## src/grbt_pkg.sv

```systemverilog
// ----------------------------------------------------------------------------
// grbt_pkg
// Shared types and constants for the general register rename buffer table.
// ----------------------------------------------------------------------------
`default_nettype none

package grbt_pkg;

  // Default sizes of the map and the buffer pool
  localparam int unsigned NUM_REGS_DEF    = 32;
  localparam int unsigned NUM_BUFFERS_DEF = 8;

  // Port field widths
  localparam int unsigned CMD_W = 3;
  localparam int unsigned REG_W = 5;
  localparam int unsigned TAG_W = 3;
  localparam int unsigned CNT_W = 4;

  // Command codes; unused codes behave as a query
  typedef enum logic [CMD_W-1:0] {
    CMD_QUERY   = 3'd0,
    CMD_ALLOC   = 3'd1,
    CMD_FREE_IO = 3'd2,
    CMD_FREE_RV = 3'd3,
    CMD_MARK    = 3'd4
  } cmd_e;

  // Controller to datapath commands
  typedef struct packed {
    logic latch_in;    // capture the input word
    logic alloc_rd;    // read the map entry of the register
    logic alloc_wr;    // write the new buffer and repoint the map
    logic alloc_link;  // link the previous newest buffer to the new one
    logic free_rd;     // read the links of the buffer being freed
    logic free_wr;     // unlink the buffer and release it
    logic mark_rdy;    // set the ready mark of the buffer
    logic rep_rd;      // read the map and buffer entries for the result
    logic rep_ld;      // load the result register
  } ctrl_t;

  // Datapath to controller status
  typedef struct packed {
    cmd_e cmd;       // latched command
    logic alloc_go;  // register in range and a buffer is free
    logic free_go;   // tag in range and the buffer is busy
    logic out_free;  // result register can take a new word
  } status_t;

endpackage

`default_nettype wire

```

## src/grbt_ram.sv

```systemverilog
// ----------------------------------------------------------------------------
// grbt_ram
// Generic single write port, single read port RAM with registered read data.
// ----------------------------------------------------------------------------
`default_nettype none

module grbt_ram #(
  parameter int unsigned WIDTH = 8,
  parameter int unsigned DEPTH = 8,
  parameter int unsigned AW    = (DEPTH > 1) ? $clog2(DEPTH) : 1
) (
  input  wire logic             clk_i,
  input  wire logic             we_i,
  input  wire logic [AW-1:0]    waddr_i,
  input  wire logic [WIDTH-1:0] wdata_i,
  input  wire logic             re_i,
  input  wire logic [AW-1:0]    raddr_i,
  output logic      [WIDTH-1:0] rdata_o
);

  logic [WIDTH-1:0] mem_q [DEPTH];
  logic [WIDTH-1:0] rdata_q;

  // Write port and registered read port
  always_ff @(posedge clk_i) begin
    if (we_i) begin
      mem_q[waddr_i] <= wdata_i;
    end
    if (re_i) begin
      rdata_q <= mem_q[raddr_i];
    end
  end

  assign rdata_o = rdata_q;

endmodule

`default_nettype wire

```

## src/grbt_ctrl.sv

```systemverilog
// ----------------------------------------------------------------------------
// grbt_ctrl
// Sequencer: steps one command word through its read and write cycles.
// ----------------------------------------------------------------------------
`default_nettype none

module grbt_ctrl (
  input  wire logic             clk_i,
  input  wire logic             rst_ni,
  input  wire logic             in_valid_i,
  output logic                  in_stall_o,
  input  wire grbt_pkg::status_t sts_i,
  output grbt_pkg::ctrl_t       ctl_o
);

  import grbt_pkg::*;

  typedef enum logic [2:0] {
    ST_IDLE,
    ST_DISPATCH,
    ST_ALLOC_WR,
    ST_ALLOC_LINK,
    ST_FREE_WR,
    ST_REP_RD,
    ST_REP_LD
  } state_e;

  state_e state_q, state_d;

  // Next state and command decode
  always_comb begin
    state_d = state_q;
    ctl_o   = '0;
    unique case (state_q)
      ST_IDLE: begin
        if (in_valid_i) begin
          ctl_o.latch_in = 1'b1;
          state_d        = ST_DISPATCH;
        end
      end
      ST_DISPATCH: begin
        unique case (sts_i.cmd) inside
          CMD_ALLOC: begin
            if (sts_i.alloc_go) begin
              ctl_o.alloc_rd = 1'b1;
              state_d        = ST_ALLOC_WR;
            end else begin
              state_d = ST_REP_RD;
            end
          end
          CMD_FREE_IO, CMD_FREE_RV: begin
            if (sts_i.free_go) begin
              ctl_o.free_rd = 1'b1;
              state_d       = ST_FREE_WR;
            end else begin
              state_d = ST_REP_RD;
            end
          end
          CMD_MARK: begin
            ctl_o.mark_rdy = 1'b1;
            state_d        = ST_REP_RD;
          end
          default: begin
            state_d = ST_REP_RD;
          end
        endcase
      end
      ST_ALLOC_WR: begin
        ctl_o.alloc_wr = 1'b1;
        state_d        = ST_ALLOC_LINK;
      end
      ST_ALLOC_LINK: begin
        ctl_o.alloc_link = 1'b1;
        state_d          = ST_REP_RD;
      end
      ST_FREE_WR: begin
        ctl_o.free_wr = 1'b1;
        state_d       = ST_REP_RD;
      end
      ST_REP_RD: begin
        ctl_o.rep_rd = 1'b1;
        state_d      = ST_REP_LD;
      end
      ST_REP_LD: begin
        // wait here while the previous word still sits unread
        if (sts_i.out_free) begin
          ctl_o.rep_ld = 1'b1;
          state_d      = ST_IDLE;
        end
      end
      default: begin
        state_d = ST_IDLE;
      end
    endcase
  end

  // State register
  always_ff @(posedge clk_i or negedge rst_ni) begin
    if (!rst_ni) begin
      state_q <= ST_IDLE;
    end else begin
      state_q <= state_d;
    end
  end

  assign in_stall_o = (state_q != ST_IDLE);

endmodule

`default_nettype wire

```

## src/grbt_dp.sv

```systemverilog
// ----------------------------------------------------------------------------
// grbt_dp
// Datapath: map table, buffer link tables, busy/ready marks, free counter
// and the result register.
// ----------------------------------------------------------------------------
`default_nettype none

module grbt_dp #(
  parameter int unsigned NUM_REGS    = grbt_pkg::NUM_REGS_DEF,
  parameter int unsigned NUM_BUFFERS = grbt_pkg::NUM_BUFFERS_DEF
) (
  input  wire logic                        clk_i,
  input  wire logic                        rst_ni,
  input  wire grbt_pkg::ctrl_t             ctl_i,
  output grbt_pkg::status_t                sts_o,
  input  wire logic [grbt_pkg::CMD_W-1:0]  cmd_i,
  input  wire logic [grbt_pkg::REG_W-1:0]  reg_num_i,
  input  wire logic [grbt_pkg::TAG_W-1:0]  tag_i,
  output logic                             out_valid_o,
  input  wire logic                        out_stall_i,
  output logic                             alloc_ok_o,
  output logic      [grbt_pkg::TAG_W-1:0]  alloc_tag_o,
  output logic                             map_present_o,
  output logic      [grbt_pkg::TAG_W-1:0]  map_tag_o,
  output logic                             buffer_busy_o,
  output logic      [grbt_pkg::REG_W-1:0]  buffer_reg_o,
  output logic                             buffer_ready_o,
  output logic      [grbt_pkg::CNT_W-1:0]  free_count_o
);

  import grbt_pkg::*;

  localparam int unsigned RW = (NUM_REGS > 1) ? $clog2(NUM_REGS) : 1;
  localparam int unsigned TW = (NUM_BUFFERS > 1) ? $clog2(NUM_BUFFERS) : 1;
  localparam int unsigned CW = $clog2(NUM_BUFFERS + 1);

  // Latched input word
  logic [CMD_W-1:0] cmd_q;
  logic [REG_W-1:0] reg_q;
  logic [TAG_W-1:0] tag_q;
  logic [RW-1:0]    ridx;
  logic [TW-1:0]    tidx;
  logic             reg_ok;
  logic             tag_ok;

  // Per-buffer and per-register marks
  logic [NUM_BUFFERS-1:0] busy_q;
  logic [NUM_BUFFERS-1:0] ready_q;
  logic [NUM_REGS-1:0]    present_q;
  logic [CW-1:0]          cnt_q;

  // Allocation bookkeeping
  logic [TW-1:0] free_idx;
  logic [TW-1:0] alloc_t_q;
  logic          alloc_ok_q;
  logic          alloc_prev_q;

  // RAM ports
  logic          map_we,  prev_we,  next_we,  reg_we;
  logic [RW-1:0] map_waddr, reg_wdata;
  logic [TW-1:0] map_wdata, prev_waddr, next_waddr, reg_waddr;
  logic [TW:0]   prev_wdata, next_wdata;
  logic [TW-1:0] map_rdata;
  logic [TW:0]   prev_rdata, next_rdata;
  logic [RW-1:0] reg_rdata;
  logic          map_re, link_re, reg_re;

  // Unpacked links of the buffer being freed
  logic          e_hp, e_hn;
  logic [TW-1:0] e_p,  e_n;

  // Result register
  logic                out_valid_q;
  logic [TW+2:0]       alloc_tag_x, map_tag_x;
  logic [RW+REG_W-1:0] buf_reg_x;
  logic [CW+CNT_W-1:0] cnt_x;
  logic                map_pres;
  logic                buf_busy;

  assign ridx   = RW'(reg_q);
  assign tidx   = TW'(tag_q);
  assign reg_ok = (32'(reg_q) < 32'(NUM_REGS));
  assign tag_ok = (32'(tag_q) < 32'(NUM_BUFFERS));

  assign {e_hp, e_p} = prev_rdata;
  assign {e_hn, e_n} = next_rdata;

  // Lowest free buffer
  always_comb begin
    free_idx = '0;
    for (int i = NUM_BUFFERS - 1; i >= 0; i--) begin
      if (!busy_q[i]) begin
        free_idx = TW'(i);
      end
    end
  end

  // Status to the sequencer
  assign sts_o.cmd      = cmd_e'(cmd_q);
  assign sts_o.alloc_go = reg_ok && !(&busy_q);
  assign sts_o.free_go  = tag_ok && busy_q[tidx];
  assign sts_o.out_free = !out_valid_q || !out_stall_i;

  // Map table: newest buffer per register
  assign map_re    = ctl_i.alloc_rd || ctl_i.rep_rd;
  assign map_we    = ctl_i.alloc_wr || (ctl_i.free_wr && !e_hn);
  assign map_waddr = ctl_i.alloc_wr ? ridx : reg_rdata;
  assign map_wdata = ctl_i.alloc_wr ? alloc_t_q : e_p;

  // Backward links: the new buffer, or the successor of a freed one
  assign prev_we    = ctl_i.alloc_wr || (ctl_i.free_wr && e_hn);
  assign prev_waddr = ctl_i.alloc_wr ? alloc_t_q : e_n;
  assign prev_wdata = ctl_i.alloc_wr ? {present_q[ridx], map_rdata} : prev_rdata;

  // Forward links: cleared on allocate, set on link, spliced on free
  assign next_we = ctl_i.alloc_wr || (ctl_i.alloc_link && alloc_prev_q)
                   || (ctl_i.free_wr && e_hp);
  always_comb begin
    if (ctl_i.alloc_wr) begin
      next_waddr = alloc_t_q;
      next_wdata = '0;
    end else if (ctl_i.alloc_link) begin
      next_waddr = map_rdata;
      next_wdata = {1'b1, alloc_t_q};
    end else begin
      next_waddr = e_p;
      next_wdata = next_rdata;
    end
  end

  assign link_re   = ctl_i.free_rd;
  assign reg_re    = ctl_i.free_rd || ctl_i.rep_rd;
  assign reg_we    = ctl_i.alloc_wr;
  assign reg_waddr = alloc_t_q;
  assign reg_wdata = ridx;

  grbt_ram #(.WIDTH(TW), .DEPTH(NUM_REGS)) u_map_ram (
    .clk_i   (clk_i),
    .we_i    (map_we),
    .waddr_i (map_waddr),
    .wdata_i (map_wdata),
    .re_i    (map_re),
    .raddr_i (ridx),
    .rdata_o (map_rdata)
  );

  grbt_ram #(.WIDTH(TW + 1), .DEPTH(NUM_BUFFERS)) u_prev_ram (
    .clk_i   (clk_i),
    .we_i    (prev_we),
    .waddr_i (prev_waddr),
    .wdata_i (prev_wdata),
    .re_i    (link_re),
    .raddr_i (tidx),
    .rdata_o (prev_rdata)
  );

  grbt_ram #(.WIDTH(TW + 1), .DEPTH(NUM_BUFFERS)) u_next_ram (
    .clk_i   (clk_i),
    .we_i    (next_we),
    .waddr_i (next_waddr),
    .wdata_i (next_wdata),
    .re_i    (link_re),
    .raddr_i (tidx),
    .rdata_o (next_rdata)
  );

  grbt_ram #(.WIDTH(RW), .DEPTH(NUM_BUFFERS)) u_reg_ram (
    .clk_i   (clk_i),
    .we_i    (reg_we),
    .waddr_i (reg_waddr),
    .wdata_i (reg_wdata),
    .re_i    (reg_re),
    .raddr_i (tidx),
    .rdata_o (reg_rdata)
  );

  // Input word and allocation scratch
  always_ff @(posedge clk_i) begin
    if (ctl_i.latch_in) begin
      cmd_q     <= cmd_i;
      reg_q     <= reg_num_i;
      tag_q     <= tag_i;
      alloc_t_q <= '0;
    end
    if (ctl_i.alloc_rd) begin
      alloc_t_q <= free_idx;
    end
    if (ctl_i.alloc_wr) begin
      alloc_prev_q <= present_q[ridx];
    end
  end

  // Marks, free counter and allocation result flag
  always_ff @(posedge clk_i or negedge rst_ni) begin
    if (!rst_ni) begin
      busy_q     <= '0;
      ready_q    <= '0;
      present_q  <= '0;
      cnt_q      <= CW'(NUM_BUFFERS);
      alloc_ok_q <= 1'b0;
    end else begin
      if (ctl_i.latch_in) begin
        alloc_ok_q <= 1'b0;
      end
      if (ctl_i.alloc_wr) begin
        busy_q[alloc_t_q]  <= 1'b1;
        ready_q[alloc_t_q] <= 1'b0;
        present_q[ridx]    <= 1'b1;
        cnt_q              <= cnt_q - 1'b1;
        alloc_ok_q         <= 1'b1;
      end
      if (ctl_i.free_wr) begin
        busy_q[tidx]  <= 1'b0;
        ready_q[tidx] <= 1'b0;
        cnt_q         <= cnt_q + 1'b1;
        // newest of its chain: the map falls back to the predecessor
        if (!e_hn) begin
          present_q[reg_rdata] <= e_hp;
        end
      end
      if (ctl_i.mark_rdy && tag_ok) begin
        ready_q[tidx] <= 1'b1;
      end
    end
  end

  // Result word formatting
  assign map_pres    = reg_ok && present_q[ridx];
  assign buf_busy    = tag_ok && busy_q[tidx];
  assign alloc_tag_x = (TW + 3)'(alloc_t_q);
  assign map_tag_x   = (TW + 3)'(map_rdata);
  assign buf_reg_x   = (RW + REG_W)'(reg_rdata);
  assign cnt_x       = (CW + CNT_W)'(cnt_q);

  // Result register and its valid flag
  always_ff @(posedge clk_i or negedge rst_ni) begin
    if (!rst_ni) begin
      out_valid_q <= 1'b0;
    end else if (ctl_i.rep_ld) begin
      out_valid_q <= 1'b1;
    end else if (!out_stall_i) begin
      out_valid_q <= 1'b0;
    end
  end

  always_ff @(posedge clk_i) begin
    if (ctl_i.rep_ld) begin
      alloc_ok_o     <= alloc_ok_q;
      alloc_tag_o    <= alloc_tag_x[TAG_W-1:0];
      map_present_o  <= map_pres;
      map_tag_o      <= map_pres ? map_tag_x[TAG_W-1:0] : '0;
      buffer_busy_o  <= buf_busy;
      buffer_reg_o   <= buf_busy ? buf_reg_x[REG_W-1:0] : '0;
      buffer_ready_o <= tag_ok && ready_q[tidx];
      free_count_o   <= cnt_x[CNT_W-1:0];
    end
  end

  assign out_valid_o = out_valid_q;

endmodule

`default_nettype wire

```

## src/gpr_rename_buffer_table.sv

```systemverilog
// ----------------------------------------------------------------------------
// gpr_rename_buffer_table
// Rename map for general registers backed by a pool of rename buffers
// chained per register from oldest to newest.
// ----------------------------------------------------------------------------
//  channel | direction | handshake               | payload
//  --------+-----------+-------------------------+------------------------------
//  in      | input     | in_valid_i / in_stall_o | cmd_i, reg_num_i, tag_i
//  out     | output    | out_valid_o/out_stall_i | alloc_ok_o .. free_count_o
//
//  A query, mark-ready, failed allocation or idle-buffer free runs dispatch,
//  result read and load; a busy-buffer free adds a write, a successful
//  allocation a write and a link state: the map and link tables sit in
//  single-read-port RAMs, so the sequencer gives reads and writes separate cycles.
//  Reset leaves every register unmapped and every buffer free and not ready.
//  A new word is taken while the previous result waits; a stalled output
//  holds the sequencer in its final cycle until the result register frees.
// ----------------------------------------------------------------------------
`default_nettype none

module gpr_rename_buffer_table #(
  parameter int unsigned NUM_REGS    = grbt_pkg::NUM_REGS_DEF,
  parameter int unsigned NUM_BUFFERS = grbt_pkg::NUM_BUFFERS_DEF
) (
  input  wire logic                        clk_i,
  input  wire logic                        rst_ni,
  input  wire logic                        in_valid_i,
  output logic                             in_stall_o,
  input  wire logic [grbt_pkg::CMD_W-1:0]  cmd_i,
  input  wire logic [grbt_pkg::REG_W-1:0]  reg_num_i,
  input  wire logic [grbt_pkg::TAG_W-1:0]  tag_i,
  output logic                             out_valid_o,
  input  wire logic                        out_stall_i,
  output logic                             alloc_ok_o,
  output logic      [grbt_pkg::TAG_W-1:0]  alloc_tag_o,
  output logic                             map_present_o,
  output logic      [grbt_pkg::TAG_W-1:0]  map_tag_o,
  output logic                             buffer_busy_o,
  output logic      [grbt_pkg::REG_W-1:0]  buffer_reg_o,
  output logic                             buffer_ready_o,
  output logic      [grbt_pkg::CNT_W-1:0]  free_count_o
);

  import grbt_pkg::*;

  ctrl_t   ctl;
  status_t sts;

  // Sequencer
  grbt_ctrl u_ctrl (
    .clk_i      (clk_i),
    .rst_ni     (rst_ni),
    .in_valid_i (in_valid_i),
    .in_stall_o (in_stall_o),
    .sts_i      (sts),
    .ctl_o      (ctl)
  );

  // Tables and result register
  grbt_dp #(
    .NUM_REGS    (NUM_REGS),
    .NUM_BUFFERS (NUM_BUFFERS)
  ) u_dp (
    .clk_i          (clk_i),
    .rst_ni         (rst_ni),
    .ctl_i          (ctl),
    .sts_o          (sts),
    .cmd_i          (cmd_i),
    .reg_num_i      (reg_num_i),
    .tag_i          (tag_i),
    .out_valid_o    (out_valid_o),
    .out_stall_i    (out_stall_i),
    .alloc_ok_o     (alloc_ok_o),
    .alloc_tag_o    (alloc_tag_o),
    .map_present_o  (map_present_o),
    .map_tag_o      (map_tag_o),
    .buffer_busy_o  (buffer_busy_o),
    .buffer_reg_o   (buffer_reg_o),
    .buffer_ready_o (buffer_ready_o),
    .free_count_o   (free_count_o)
  );

endmodule

`default_nettype wire

```

## config.mk

```make
export PLATFORM = sky130hd
export DESIGN_NAME = gpr_rename_buffer_table
export DESIGN_NICKNAME = d
export VERILOG_FILES = /design/src/grbt_pkg.sv /design/src/grbt_ram.sv /design/src/grbt_ctrl.sv /design/src/grbt_dp.sv /design/src/gpr_rename_buffer_table.sv
export SDC_FILE = /design/constraint.sdc
export NUM_CORES = 1
export LEC_CHECK = 0
export BUFFER_PORTS_ARGS = -buffer_cell sky130_fd_sc_hd__buf_4
export CAP_MARGIN = 25
export CORE_MARGIN = 2
export CORE_UTILIZATION = 29
export CTS_BUF_LIST = sky130_fd_sc_hd__clkbuf_16
export CTS_CLUSTER_SIZE = 14
export DETAILED_ROUTE_END_ITERATION = 10
export RECOVER_POWER = 50
export SLEW_MARGIN = 15
export SYNTH_ARGS = -nofsm -noshare
export SYNTH_HDL_FRONTEND = slang
export SYNTH_HIERARCHICAL = 1
export SYNTH_SLANG_ARGS = --single-unit
```

## constraint.sdc

```tcl
create_clock -name clk_i -period 2.85 [get_ports clk_i]
set_input_delay 0.4275 -clock clk_i [delete_from_list [all_inputs] [get_ports clk_i]]
set_output_delay 0.4275 -clock clk_i [all_outputs]
set_load 0.05 [all_outputs]
```

* Yosys cells after proc, flatten, opt, wreduce, memory -nomap -nowiden
Memory sizes are Yosys's and may differ from the RTL's. A register that Yosys moved wholly into a read port is not among the register bits. Cells that the tools add are included.
Operators by class: reduce and logical (&&, ||, !) cells 27, magnitude comparators 8, bitwise logic cells 8, add/sub/neg operators 2, equality and inequality tests 13, multiplexer cells 77
Operators with widths (number):
- 32-bit 2-to-1 mux | 3
- 3-bit 2-to-1 mux | 17
- 8-bit 2-to-1 mux | 5
- 1-bit 2-to-1 mux | 36
- 32-bit bitwise mux | 1
- 32-bit OR | 1
- 8-bit AND | 3
- 4-bit 2-to-1 mux | 5
- 3-bit case mux with 6 select lines | 1
- 8-bit NOT | 2
- 8-bit OR | 2
- 3-bit by 2-bit equality test with 1-bit output (second input constant) | 4
- 3-bit equality test (second input constant) | 4
- 5-bit by 6-bit less-than comparator with 1-bit output (second input constant) | 2
- 1-bit demux with 5-bit select | 2
- 5-bit by 1-bit greater-or-equal comparator with 1-bit output (second input constant) | 2
- 1-bit logical AND | 8
- 3-bit by 4-bit less-than comparator with 1-bit output (second input constant) | 2
- 8-bit AND reduction | 1
- 1-bit logical OR | 7
- 1-bit binary-select mux with 3-bit select | 2
- 1-bit demux with 3-bit select | 2
- 3-bit by 1-bit equality test with 1-bit output (second input constant) | 2
- 3-bit by 1-bit greater-or-equal comparator with 1-bit output (second input constant) | 2
- other kinds (13) | 19
Word-level totals: memory bits (writable) 200, word-level logic and storage cells 159, memories kept 4, flip-flop bits (word level) 91, input port bits 15, output and inout bits 21
Memories:
- u_dp.u_map_ram.mem_q | words 32, width 3, read ports 1, clocked after memory_dff 1, wr ports 1, line grbt_ram.sv:21 | logic [WIDTH-1:0] mem_q [DEPTH];
- u_dp.u_reg_ram.mem_q | words 8, width 5, read ports 1, clocked after memory_dff 1, wr ports 1, line grbt_ram.sv:21
- u_dp.u_next_ram.mem_q | words 8, width 4, read ports 1, clocked after memory_dff 1, wr ports 1, line grbt_ram.sv:21
- u_dp.u_prev_ram.mem_q | words 8, width 4, read ports 1, clocked after memory_dff 1, wr ports 1, line grbt_ram.sv:21

* Depth between registers and ports, before layout
Gate-level depths: netlist (run 1).
depth in word-level cells 11, gate-level depth with buffers 10, depth with buffers taken out 9

* By module
The synthesis (run 1) kept the hierarchy.
By module, submodules not included:
- grbt_dp | area an instance 4639.4 µm², cells an instance 435, sequential area each 2373.5 µm², instances 1
- grbt_ram (u_dp.u_map_ram) | area an instance 3938.8 µm², cells an instance 185, sequential area each 2972.9 µm², instances 1
- grbt_ram (u_dp.u_next_ram ...) | area an instance 1410.1 µm², cells an instance 63, sequential area each 1081.0 µm², instances 2
- grbt_ram (u_dp.u_reg_ram) | area an instance 1744.2 µm², cells an instance 75, sequential area each 1351.3 µm², instances 1
- grbt_ctrl | area an instance 292.8 µm², cells an instance 34, sequential area each 75.1 µm², instances 1

* Least setup slack after synthesis (run 1)
Ideal clock, no wire load.
path kind reg-to-reg, from register u_ctrl.state_q[2], to memory u_dp/u_map_ram/mem_q[12][0] in the netlist's numbering, enable pin, required time 2531 ps, path buffers 3, setup time 319 ps, arrival time 2330 ps, stages on the path, launching flop included 10, clock period less this slack 2649 ps, slack 201 ps, cell sequence dfrtp_1 > inv_4 > nand2_1 > nor2_1 > buf_2 > clkbuf_8 > mux2_2 > or3b_2 > clkbuf_1 > nor2_1
RTL lines:
- start: declaration | line grbt_ctrl.sv:28 | state_e state_q, state_d;
- start signal: assignment | line grbt_ctrl.sv:102 | state_q <= state_d;
- end: declaration | line grbt_ram.sv:21

==> metrics.md, run 1 <==
| Metric | Value |
|---|---|
| Status | `finished with violations` |
| Failing checks | `max-capacitance violations, max-slew violations` |
| Area share of the largest cell type after synthesis | `55.9%` |
| Top cells by area, synth | `edfxtp_1, dfrtp_1, mux4_2` |
| Detailed Place HPWL | `20500 um` |
| Critical path's slowest cell | `mux4_2` |
| Pre-Repair DR Iteration Count | `5` |
| Final Skew | `0.0253 ns` |
| Unrepaired setup endpoints after global routing | `no` |
| Initial core utilization | `29.5%` |
| CTS root buffer | `clkbuf_16` |
| M1 wire length | `14000 um` |
| Layout area overhead | `14.8%` |
| Ys async rst share | `18.6%` |
| Crit path required time | `3.11 ns` |
| Clk slew on worst S/H paths | `0.06 ns` |
| Crit path cell chain | `mux4_2 -> mux2i_1 -> inv_2 -> nand3b_1 -> nor2_1 -> or2_2` |
| Maximum buffer depth of the clock tree | `3` |
| Largest net degree at the start of global routing | `58` |
| Net Sw Power | `4.02 mW` |
| Clock tree from TritonCTS | `done` |
| Final period util | `95.5%` |
| Post-Place Cells | `1481` |
| Seq cells post-synth | `307` |
| Crit start category | `flop` |
| Clk_lat worst skew | `0.53 ns` |
| Hold WC Path Type | `input pin to flop` |
| Max Freq | `368 MHz` |
| Max Fanout on Critical Path | `9` |
| Overall Global Routing Usage | `12.9%` |
| Post-synth top area cell | `edfxtp_1` |
| Final slew viol count | `58` |
| CP arrival | `2.98 ns` |
| Global-route wire length before repair | `46600 um` |
| DRC violations left | `0` |
| Core ar. | `45600 um^2` |
| # rows | `78` |
| Dpl cell area | `14500 um^2` |
| Synthesis Warnings | `6` |
| Buf/Inv on CP | `1` |
| Switching Share | `30.4%` |
| Final nets | `936` |
| Top Metal Used | `met4` |
| Met2 wire length | `14500 um` |
| Vias in the first global route | `7736` |
| Post-synth EDFFs | `250` |
| DR WL met3 | `1540 um` |
| Die width | `219 um` |
| Number of clock sinks | `307` |
| Layout cell share with drive strength beyond 1 | `18.0%` |
| Io pins | `36` |
| Hold Slack | `0.0979 ns` |
| Max-Cap Viols | `1` |
| CP delay by family, top | `multiplexers` |
| Setup TNS | `0 ns` |
| Area occupied by multi-input gates | `4130 um^2` |
| Post-Syn Instances | `855` |
| DIE AREA | `48100 um^2` |
| Seq/Total Area, Yosys | `66.5%` |
| Final instance area | `15400 um^2` |
| Nature of the critical path endpoint | `flop` |
| Vias per cell | `4.97` |
| Mapped Nets | `873` |
| Synth unique cells | `66` |
| Post-Syn Area | `13400 um^2` |
| Post-route non-filler standard cell count | `1544` |
| Synth Flop Type | `edfxtp_1` |
| Drt wl/cell | `20.0 um` |
| Buffers added on ports | `35` |
| Routed WL | `30900 um` |
| Gate power share | `21.2%` |
| Power Density | `858 nW/um^2` |
| Vias | `7681` |
| Fillers | `4385` |
| ANT cells | `0` |
| Initial antenna violation count | `0` |
| Max-slew headroom | `-5.60%` |
| Mean Syn Cell Area | `15.7 um^2` |
| Reg power frac | `45.8%` |
| Final setup fails | `0` |
| H-tree depth | `2` |
| VDD IR max | `0.422 mV` |
| Fin crit period | `2.72 ns` |
| Global placement routability congestion | `0.772` |
| Final Hold Fails | `0` |
| Int Pwr | `9.21 mW` |
| Critical Path Max Stage Delay | `0.54 ns` |
| Grt ovf | `0` |
| Initial DRC count | `501` |
| Clk pwr share | `33.0%` |
| Final Total Pwr | `13.2 mW` |
| # hold bufs at CTS | `0` |
| Critical path type | `flop to flop` |
| DIE HEIGHT | `219 um` |
| Worst-Margin Slew | `1.58 ns` |
| Leak Pwr | `5.22 nW` |
| Antenna viol nets, final | `0` |
| Cts bufs inserted | `35` |
| Reg area | `8930 um^2` |
==> cell type report <==
type                       count  area share, %
sequential                   307           57.9
timing repair buffer          72           2.84
inverter                      11          0.284
multi-input combinational    491           26.8
clock buffer                  35           5.68
tap                          600           4.87
clock inverter                28           1.64
==> per-layer routing <==
layer	track usage (%)	up-vias
met5	0	-
met4	4.50	0
met3	2.01	51
met2	20.8	214
met1	17.6	3949
li1	-	3467
==> power by group through the flow <==
stage	Clock, mW	Combinational [mW]	Sequential (mW)
floorplan	0	1.94	6.13
global placement	0	2.85	6.14
detailed placement	0	2.89	6.14
CTS	4.48	2.90	6.06
global route	4.66	3.07	6.12
finish	4.37	2.80	6.06
==> per-stage QoR <==
stage	util [%]	worst slack, ns
3_3_place_gp	31.7	0.325
5_1_grt	33.8	0.0532
3_5_place_dp	31.7	0.229
4_1_cts	34.2	0.217
2_1_floorplan	-	0.201
6_report	33.8	0.130
==> flip-flops by register name (all words and copies together) (netlist names), 5 cells and up <==
signal / count
u_dp/ready_q: 8
u_dp/u_next_ram/mem_q: 32
u_dp/reg_q: 5
u_dp/buffer_reg_o: 5
u_dp/u_prev_ram/mem_q: 32
u_dp/busy_q: 8
u_dp/u_reg_ram/mem_q: 40
u_dp/present_q: 32
u_dp/u_reg_ram/rdata_o: 5
u_dp/u_map_ram/mem_q: 96
==> cell usage in the layout (no fill, tap or decap), types with 13 or more instances in the layout <==
cell       Yosys  layout
a211oi_1      14      14
a21oi_1       24      24
a31oi_1       16      16
buf_4          5      26
clkbuf_1      16      33
clkbuf_16      0      35
dfrtp_1       56      56
edfxtp_1     250     250
mux2_2        24      22
mux2i_1       13      14
mux4_1        26      26
mux4_2        34      34
nand2_1       54      54
nand2b_1      23      23
nor2_1        97      97
nor2b_1       13      13
nor3_1        14      14
o21ai_0       15      15
==> final timing paths <==
check                              start                   endpoint  slack [ns]  depth (start not counted)
max                        u_dp/tag_q[2]  u_dp/u_reg_ram/rdata_o[0]        0.13                          6
min                         reg_num_i[1]              u_dp/reg_q[1]         0.1                          1
max reg2reg                u_dp/tag_q[2]  u_dp/u_reg_ram/rdata_o[0]        0.13                          6
min reg2reg                u_dp/cnt_q[2]       u_dp/free_count_o[2]        0.50                          0
max in group asynchronous         rst_ni            u_dp/alloc_ok_q        1.60                          1
min in group asynchronous         rst_ni         u_dp/present_q[10]        0.31                          1
==> logic make-up after synthesis <==
family / synth area share [%]
compound gates: 5.98
fa+ha+maj: 0.335
flops: 66.5
mux: 14.4
xor+xnor: 0.196
simple gates: 10.1
buf+inv: 2.51
==> synthesized netlist by cell type (all sizes together), types with 2 or more instances <==
cell type	instances
mux2i	14
a221oi	12
o32ai	2
o21ai	18
a21boi	3
or3b	4
or2	3
dfrtp	56
nand2	54
nor2b	13
clkbuf	19
edfxtp	250
a211oi	14
xnor2	3
nor2	98
or3	4
o21a	6
o211ai	3
a21oi	27
a31oi	16
mux4	60
nor3b	7
buf	27
nand3b	13
inv	11
nand2b	23
o22a	2
and3	7
a21o	4
a221o	2
o22ai	8
nor3	15
nand3	13
ha	2
mux2	29
o31ai	3
==> timing repair <==
| action | 4_1_cts | 5_1_grt |
|---|---|---|
| buffers inserted | 0 | 0 |
| setup endpoints to repair | 0 | 25 |
| resized for setup | 0 | 1 |
No activity file was read; power rests on OpenSTA's default activity.
==> inputs of run 2 (changes only) <==
--- a/config.mk
+++ b/config.mk
@@ -5,6 +5,7 @@
 export SDC_FILE = /design/constraint.sdc
 export NUM_CORES = 1
 export LEC_CHECK = 0
+export ABC_AREA = 1
 export BUFFER_PORTS_ARGS = -buffer_cell sky130_fd_sc_hd__buf_4
 export CAP_MARGIN = 25
 export CORE_MARGIN = 2
==> run 2 against run 1 <==
Net effect:
- the run still ends with max-capacitance violations, max-slew violations left
- count of clock-buffer cells in the layout up 2
- core utilization fell by 0.50 points
- flip-flop and latch count is the same
- die area rose by 5.8%
- critical path depth shrank 1
- largest cell class unchanged
- design area increased by 5.2%
- clock skew shrank 0.0061 ns
- clock power is 5% lower
- highest routed layer unchanged
==> metrics.md, run 2 <==
| Metric | Value |
|---|---|
| R2R depth | `5` |
| Initial core utilization | `29.2%` |
| Post-Syn Area | `14200 um^2` |
| Int Pwr | `8.71 mW` |
| Global-route wire length before repair | `53900 um` |
| Reg2reg start | `u_dp/reg_q[4]` |
| Detailed Place HPWL | `23100 um` |
| Layout cell share with drive strength beyond 1 | `9.04%` |
| H-tree depth | `2` |
| Vias per cell | `4.67` |
| Core ar. | `48600 um^2` |
| DIE AREA | `50800 um^2` |
| Critical path's slowest cell | `clkbuf_1` |
| Antenna viol nets, final | `0` |
| Synth Flop Type | `edfxtp_1` |
| GRT Max-Usage Layer | `met2` |
| Mapped Nets | `1480` |
| Most frequent cells after synthesis | `nand2_1, edfxtp_1, inv_1` |
| Final Hold Fails | `0` |
| Commonest non-fill, non-tap cell in the layout | `nand2_1` |
| Clk slew on worst S/H paths | `0.05 ns` |
| Reg power frac | `46.2%` |
| Routed WL | `34300 um` |
| Reg area | `8930 um^2` |
| Initial DRC count | `979` |
| Fillers | `4910` |
| Gate power share | `20.9%` |
| Post-Synth Adder-Cell Area | `0.317%` |
| Fin crit period | `2.57 ns` |
| Global Route met3 Usage | `2.39%` |
| Area occupied by multi-input gates | `4260 um^2` |
| Synth Area in Compound Gates | `3.70%` |
| Final period util | `90.1%` |
| Final instance area | `16200 um^2` |
| Max Freq | `389 MHz` |
| Critical path endpoint | `u_dp/u_map_ram/mem_q[21][1]` |
| VDD IR max | `0.436 mV` |
| Worst Setup Slack, final | `0.281 ns` |
| Top-count cell post-synth | `nand2_1` |
| Setup crit start | `u_dp/reg_q[4]` |
| Worst r2r dst | `u_dp/u_map_ram/mem_q[21][1]` |
| Crit path cell chain | `clkbuf_1 -> nand2_1 -> o21ai_0 -> nand3_1 -> nor2_1` |
| Post-Syn Instances | `1462` |
| CP arrival | `2.77 ns` |
| Drt wl/cell | `15.7 um` |
| Leak Pwr | `6.98 nW` |
| Synthesis Warnings | `6` |
| CTS root buffer | `clkbuf_16` |
| Number of clock sinks | `307` |
| Clk_lat worst skew | `0.52 ns` |
| Mean Syn Cell Area | `9.73 um^2` |
| Crit start category | `flop` |
| Status | `finished with violations` |
| Final nets | `1551` |
| Final slew viol count | `46` |
| Unrepaired setup endpoints after global routing | `no` |
| Post-synth top area cell | `edfxtp_1` |
| Failing checks | `max-capacitance violations, max-slew violations` |
| Maximum buffer depth of the clock tree | `3` |
| Xor/xnor share of the synthesized area | `0.185%` |
| Post-synthesis mux area share | `2.33%` |
| Area share of the largest cell type after synthesis | `52.8%` |
| Max-Cap Viols | `1` |
| Hold WC Path Type | `input pin to flop` |
| Worst-Margin Slew | `1.50 ns` |
| Cts bufs inserted | `36` |
| Crit path required time | `3.05 ns` |
| Io pins | `36` |
| Flop2flop setup slack | `0.28 ns` |
| Clk pwr share | `32.9%` |
| Top Registers | `u_dp/u_map_ram/mem_q x96, u_dp/u_reg_ram/mem_q x40` |
| Clock tree from TritonCTS | `done` |
| Critical path type | `flop to flop` |
| Dpl cell area | `15300 um^2` |
| Overall Global Routing Usage | `13.6%` |
| Largest family of logic cells by synthesized area | `simple AND/OR/NAND/NOR gates` |
| Final setup fails | `0` |
| Pre-Repair DR Iteration Count | `6` |
| Seq/Total Area, Yosys | `62.8%` |
| Initial antenna violation count | `1` |
| DRC violations left | `0` |
| Switching Share | `31.4%` |
| Die width | `225 um` |
| GR met2 Demand/Resource | `22.9%` |
| DIE HEIGHT | `225 um` |
| Critical Path Max Stage Delay | `0.60 ns` |
| Vias in the first global route | `10100` |
| Synth unique cells | `41` |
| Seq cells post-synth | `307` |
| Max reg flops | `96` |
| Max Fanout on Critical Path | `13` |
| Vias | `10200` |
| Largest register by flop count | `u_dp/u_map_ram/mem_q` |
| Final Skew | `0.0192 ns` |
| ANT cells | `0` |
| Nature of the critical path endpoint | `flop` |
| Ys async rst share | `18.6%` |
| # rows | `81` |
| Grt ovf | `0` |
| Post-synth EDFFs | `250` |
| Largest net degree at the start of global routing | `58` |
| Buffers added on ports | `35` |
| Top cells by area, synth | `edfxtp_1, nand2_1, dfrtp_1` |
| Pre-CTS WS | `0.0106 ns` |
| Simple-Gate Fraction of Synth Area | `23.3%` |
| Net Sw Power | `3.99 mW` |
| GR met1 Demand/Resource | `17.6%` |
| Global placement routability congestion | `0.854` |
| Layout area overhead | `14.1%` |
| Most frequent cells in the layout | `nand2_1, edfxtp_1, inv_1` |
| Power Density | `782 nW/um^2` |
| Max-slew headroom | `-0.131%` |
==> run 2: cell types whose count changed in the layout (fill, tap and decap cells not counted), moves of 21 or more <==
cell / previous run / this run
inv_1: 10 / 188
mux2_2: 22 / 1
mux4_1: 26 / 0
mux4_2: 34 / 0
nand2_1: 54 / 474
nand2b_1: 23 / 0
nand3_1: 12 / 153
==> run 2: worst max-delay path: cells and delay by family, from the launching register on <==
family / cells / cell delay [ns]
and+or+nand+nor: 3 / 0.73
buffers and inverters: 1 / 0.60
DFF: 1 / 0.59
AOI/OAI and AO/OA: 1 / 0.31
==> run 2: power by group through the flow <==
stage	combinational [mW]	clock, mW	sequential [mW]
3_5_place_dp	2.72	0	5.94
4_1_cts	2.73	4.29	5.86
6_report	2.66	4.17	5.86
5_1_grt	2.97	4.46	5.91
3_3_place_gp	2.67	0	5.93
2_1_floorplan	1.72	0	5.99
==> run 2: cell families (layout without fill, tap and decap cells) <==
logic type / count (synthesis) / in the layout
AO/OA/AOI/OAI: 96 / 96
XOR/XNOR: 3 / 3
adder cells (fa/ha/maj): 3 / 3
buffers and inverters: 236 / 334
flip-flops: 307 / 307
multiplexers: 33 / 33
AND/OR/NAND/NOR: 784 / 784
==> run 2: final cells by class <==
class | count | area share, %
multi-input combinational | 919 | 26.3
tap | 622 | 4.80
inverter | 193 | 4.46
clock inverter | 28 | 0.972
timing repair buffer | 76 | 2.73
clock buffer | 37 | 5.71
sequential | 307 | 55.1
==> run 2: how the worst min path moves through the flow <==
stage	to	slack, ns	start	cells past startpoint
CTS	u_dp/out_valid_o	0.006	rst_ni	1
global placement	u_dp/alloc_ok_o	0.43	u_dp/alloc_ok_q	0
floorplan	u_ctrl/state_q[0]	0.13	rst_ni	0
detailed placement	u_dp/alloc_ok_o	0.46	u_dp/alloc_ok_q	0
finish	u_dp/reg_q[4]	0.11	reg_num_i[4]	1
global route	u_dp/cmd_q[1]	0.09	cmd_i[1]	1
==> run 2: timing repair <==
action / 4_1_cts / 5_1_grt
setup endpoints to repair: 7 / 72
hold buffers: 0 / 0
buffers inserted: 0 / 2
resized for setup: 0 / 5
pin swaps: 0 / 2
==> run 2: layer usage <==
metal | up-vias | share of wire (%)
met5 | - | 0
met3 | 63 | 6.4
met2 | 309 | 48
met1 | 4863 | 43
met4 | 0 | 2.6
li1 | 4949 | -
==> run 2: through the flow <==
step | hold WS [ns] | setup TNS (ns) | total power [mW] | std cells | utilization (%)
after floorplan | 0.132 | 0 | 7.71 | 1462 | -
after global placement | 0.435 | 0 | 8.60 | 2115 | 31.4
after detailed placement | 0.457 | 0 | 8.66 | 2115 | 31.4
after CTS | 0.00591 | -0.0197 | 12.9 | 2180 | 33.7
after global routing | 0.0922 | 0 | 13.3 | 2182 | 33.4
final | 0.111 | 0 | 12.7 | 2182 | 33.4
==> inputs of run 3 (changes only) <==
--- a/config.mk
+++ b/config.mk
@@ -14,6 +14,7 @@
 export CTS_CLUSTER_SIZE = 14
 export DETAILED_ROUTE_END_ITERATION = 10
 export RECOVER_POWER = 50
+export REMOVE_ABC_BUFFERS = 1
 export SLEW_MARGIN = 15
 export SYNTH_ARGS = -nofsm -noshare
 export SYNTH_HDL_FRONTEND = slang
==> run 3 against run 2 <==
Net effect:
- the flow still finishes with violations (max-capacitance violations, max-slew violations)
- sequential power barely moved
- wire length fell by 3.9%
- power fell by 2.5%
- flip-flop and latch count did not move
- count of clock-buffer cells in the layout fell by 2
- global-route usage fell by 0.66 points
- non-clock buffer count fell by 2
- die area did not move
- register-to-register slack got worse by 0.08 ns
- hold slack improved by 0.0022 ns
- combinational power fell by 3%
- via count fell by 1.1%
==> metrics.md, run 3 (same netlist as run 2, synthesis figures left out) <==
| Metric | Value |
|---|---|
| Maximum buffer depth of the clock tree | `3` |
| H-tree depth | `2` |
| Critical path type | `flop to flop` |
| Die width | `225 um` |
| CTS root buffer | `clkbuf_16` |
| Vias | `10100` |
| Worst Setup Slack, final | `0.202 ns` |
| Final setup fails | `0` |
| Final Total Pwr | `12.4 mW` |
| Max Fanout on Critical Path | `12` |
| Final Skew | `0.0208 ns` |
| Core Util, Final | `33.1%` |
| ANT cells | `0` |
| Post-Place Cells | `2115` |
| Crit path required time | `3.12 ns` |
| Leak Pwr | `6.89 nW` |
| DRC violations left | `0` |
| Number of clock sinks | `307` |
| Initial core utilization | `29.2%` |
| Clk slew on worst S/H paths | `0.06 ns` |
| Final period util | `92.9%` |
| Layout cell share with drive strength beyond 1 | `8.45%` |
| Area occupied by multi-input gates | `4240 um^2` |
| Fillers | `4984` |
| DIE HEIGHT | `225 um` |
| Largest net degree at the start of global routing | `58` |
| Fin crit period | `2.65 ns` |
| Max Freq | `378 MHz` |
| Global placement routability congestion | `0.819` |
| Final slew viol count | `58` |
| Global-route wire length before repair | `51600 um` |
| Worst-Margin Slew | `1.52 ns` |
| Largest register by flop count | `u_dp/u_map_ram/mem_q` |
| Post-route non-filler standard cell count | `2173` |
| Clk_lat worst skew | `0.51 ns` |
| Nature of the critical path endpoint | `flop` |
| Most frequent cells in the layout | `nand2_1, edfxtp_1, inv_1` |
| Initial antenna violation count | `0` |
| Reg area | `8930 um^2` |
| Layout area overhead | `13.2%` |
| # hold bufs at CTS | `0` |
| Failing checks | `max-capacitance violations, max-slew violations` |
| Cts repair resizes | `0` |
| Commonest non-fill, non-tap cell in the layout | `nand2_1` |
| Crit start category | `flop` |
| VDD IR max | `0.478 mV` |
| Routed WL | `32900 um` |
| Overall Global Routing Usage | `12.9%` |
| Top Registers | `u_dp/u_map_ram/mem_q x96, u_dp/u_reg_ram/mem_q x40` |
| Vias per cell | `4.64` |
| Core ar. | `48600 um^2` |
| Grt ovf | `0` |
| Io pins | `36` |
| Pre-CTS WS | `0.316 ns` |
| Final Hold Fails | `0` |
| # rows | `81` |
| Drt wl/cell | `15.2 um` |
| Max-slew headroom | `-1.14%` |
| Max reg flops | `96` |
| Post-CTS setup buffers | `0` |
| Initial DRC count | `848` |
| Final nets | `1547` |
| Vias in the first global route | `9663` |
| Status | `finished with violations` |
| Hold WC Path Type | `input pin to flop` |
| Power Density | `768 nW/um^2` |
| Unrepaired setup endpoints after global routing | `no` |
| Cts bufs inserted | `34` |
| Pre-Repair DR Iteration Count | `5` |
| Clock tree from TritonCTS | `done` |
| Detailed Place HPWL | `22100 um` |
| CP arrival | `2.92 ns` |
| Max-Cap Viols | `1` |
| DIE AREA | `50800 um^2` |
| Antenna viol nets, final | `0` |
| Buffers added on ports | `35` |
-- run 3: final timing paths --
| check | from | to | slack (ns) | cells after the start |
|---|---|---|---|---|
| max in group asynchronous | rst_ni | u_dp/present_q[16] | 1.64 | 1 |
| setup reg to reg | u_dp/reg_q[2] | u_dp/u_prev_ram/mem_q[0][3] | 0.20 | 8 |
| hold reg to reg | u_dp/alloc_ok_q | u_dp/alloc_ok_o | 0.46 | 0 |
| setup / recovery | u_dp/reg_q[2] | u_dp/u_prev_ram/mem_q[0][3] | 0.20 | 8 |
| hold / removal | cmd_i[2] | u_dp/cmd_q[2] | 0.11 | 1 |
| min in group asynchronous | rst_ni | u_dp/cnt_q[1] | 0.27 | 1 |
-- run 3: layout make-up --
type,instances,share of cell area (%)
Clock buffer,35,5.44
Inverter,193,4.51
Clock inverter,23,0.792
Sequential cell,307,55.5
Tap cell,622,4.83
Multi-Input combinational cell,919,26.3
Timing Repair Buffer,74,2.63
-- run 3: worst max-delay path, stage by stage, from the launching register on --
cell and delay [ns]:
edfxtp_1 0.54, clkbuf_1 0.35, nor3_1 0.59, nand2_1 0.19, nand2_4 0.11, nor2_4 0.05, nand2_1 0.20, nand2_1 0.10
nand2_1 0.28
-- run 3: routing by layer --
layer	vias to the layer above	track usage (%)	wire [um]	share of wire, %
met4	0	4.02	754	2.3
met3	60	1.75	1650	5.0
met2	263	21.8	15900	48
met1	4827	17.1	14600	44
li1	4926	-	-	-
met5	-	0	0	0
-- run 3: per-stage QoR --
step / TNS (ns) / hold WS [ns] / cell area (um^2)
floorplan: -2.07 / 0.132 / 13900
global placement: 0 / 0.472 / 15300
detailed placement: 0 / 0.447 / 15300
CTS: 0 / 0.00607 / 16300
global route: 0 / 0.101 / 16100
finish: 0 / 0.113 / 16100
-- run 3: power breakdown --
| group | switching [mW] | leakage (nW) | internal, mW |
|---|---|---|---|
| Clock | 1.64 | 0.509 | 2.30 |
| Combinational | 1.86 | 3.37 | 0.716 |
| Sequential | 0.333 | 3.01 | 5.53 |
| Total | 3.83 | 6.89 | 8.54 |
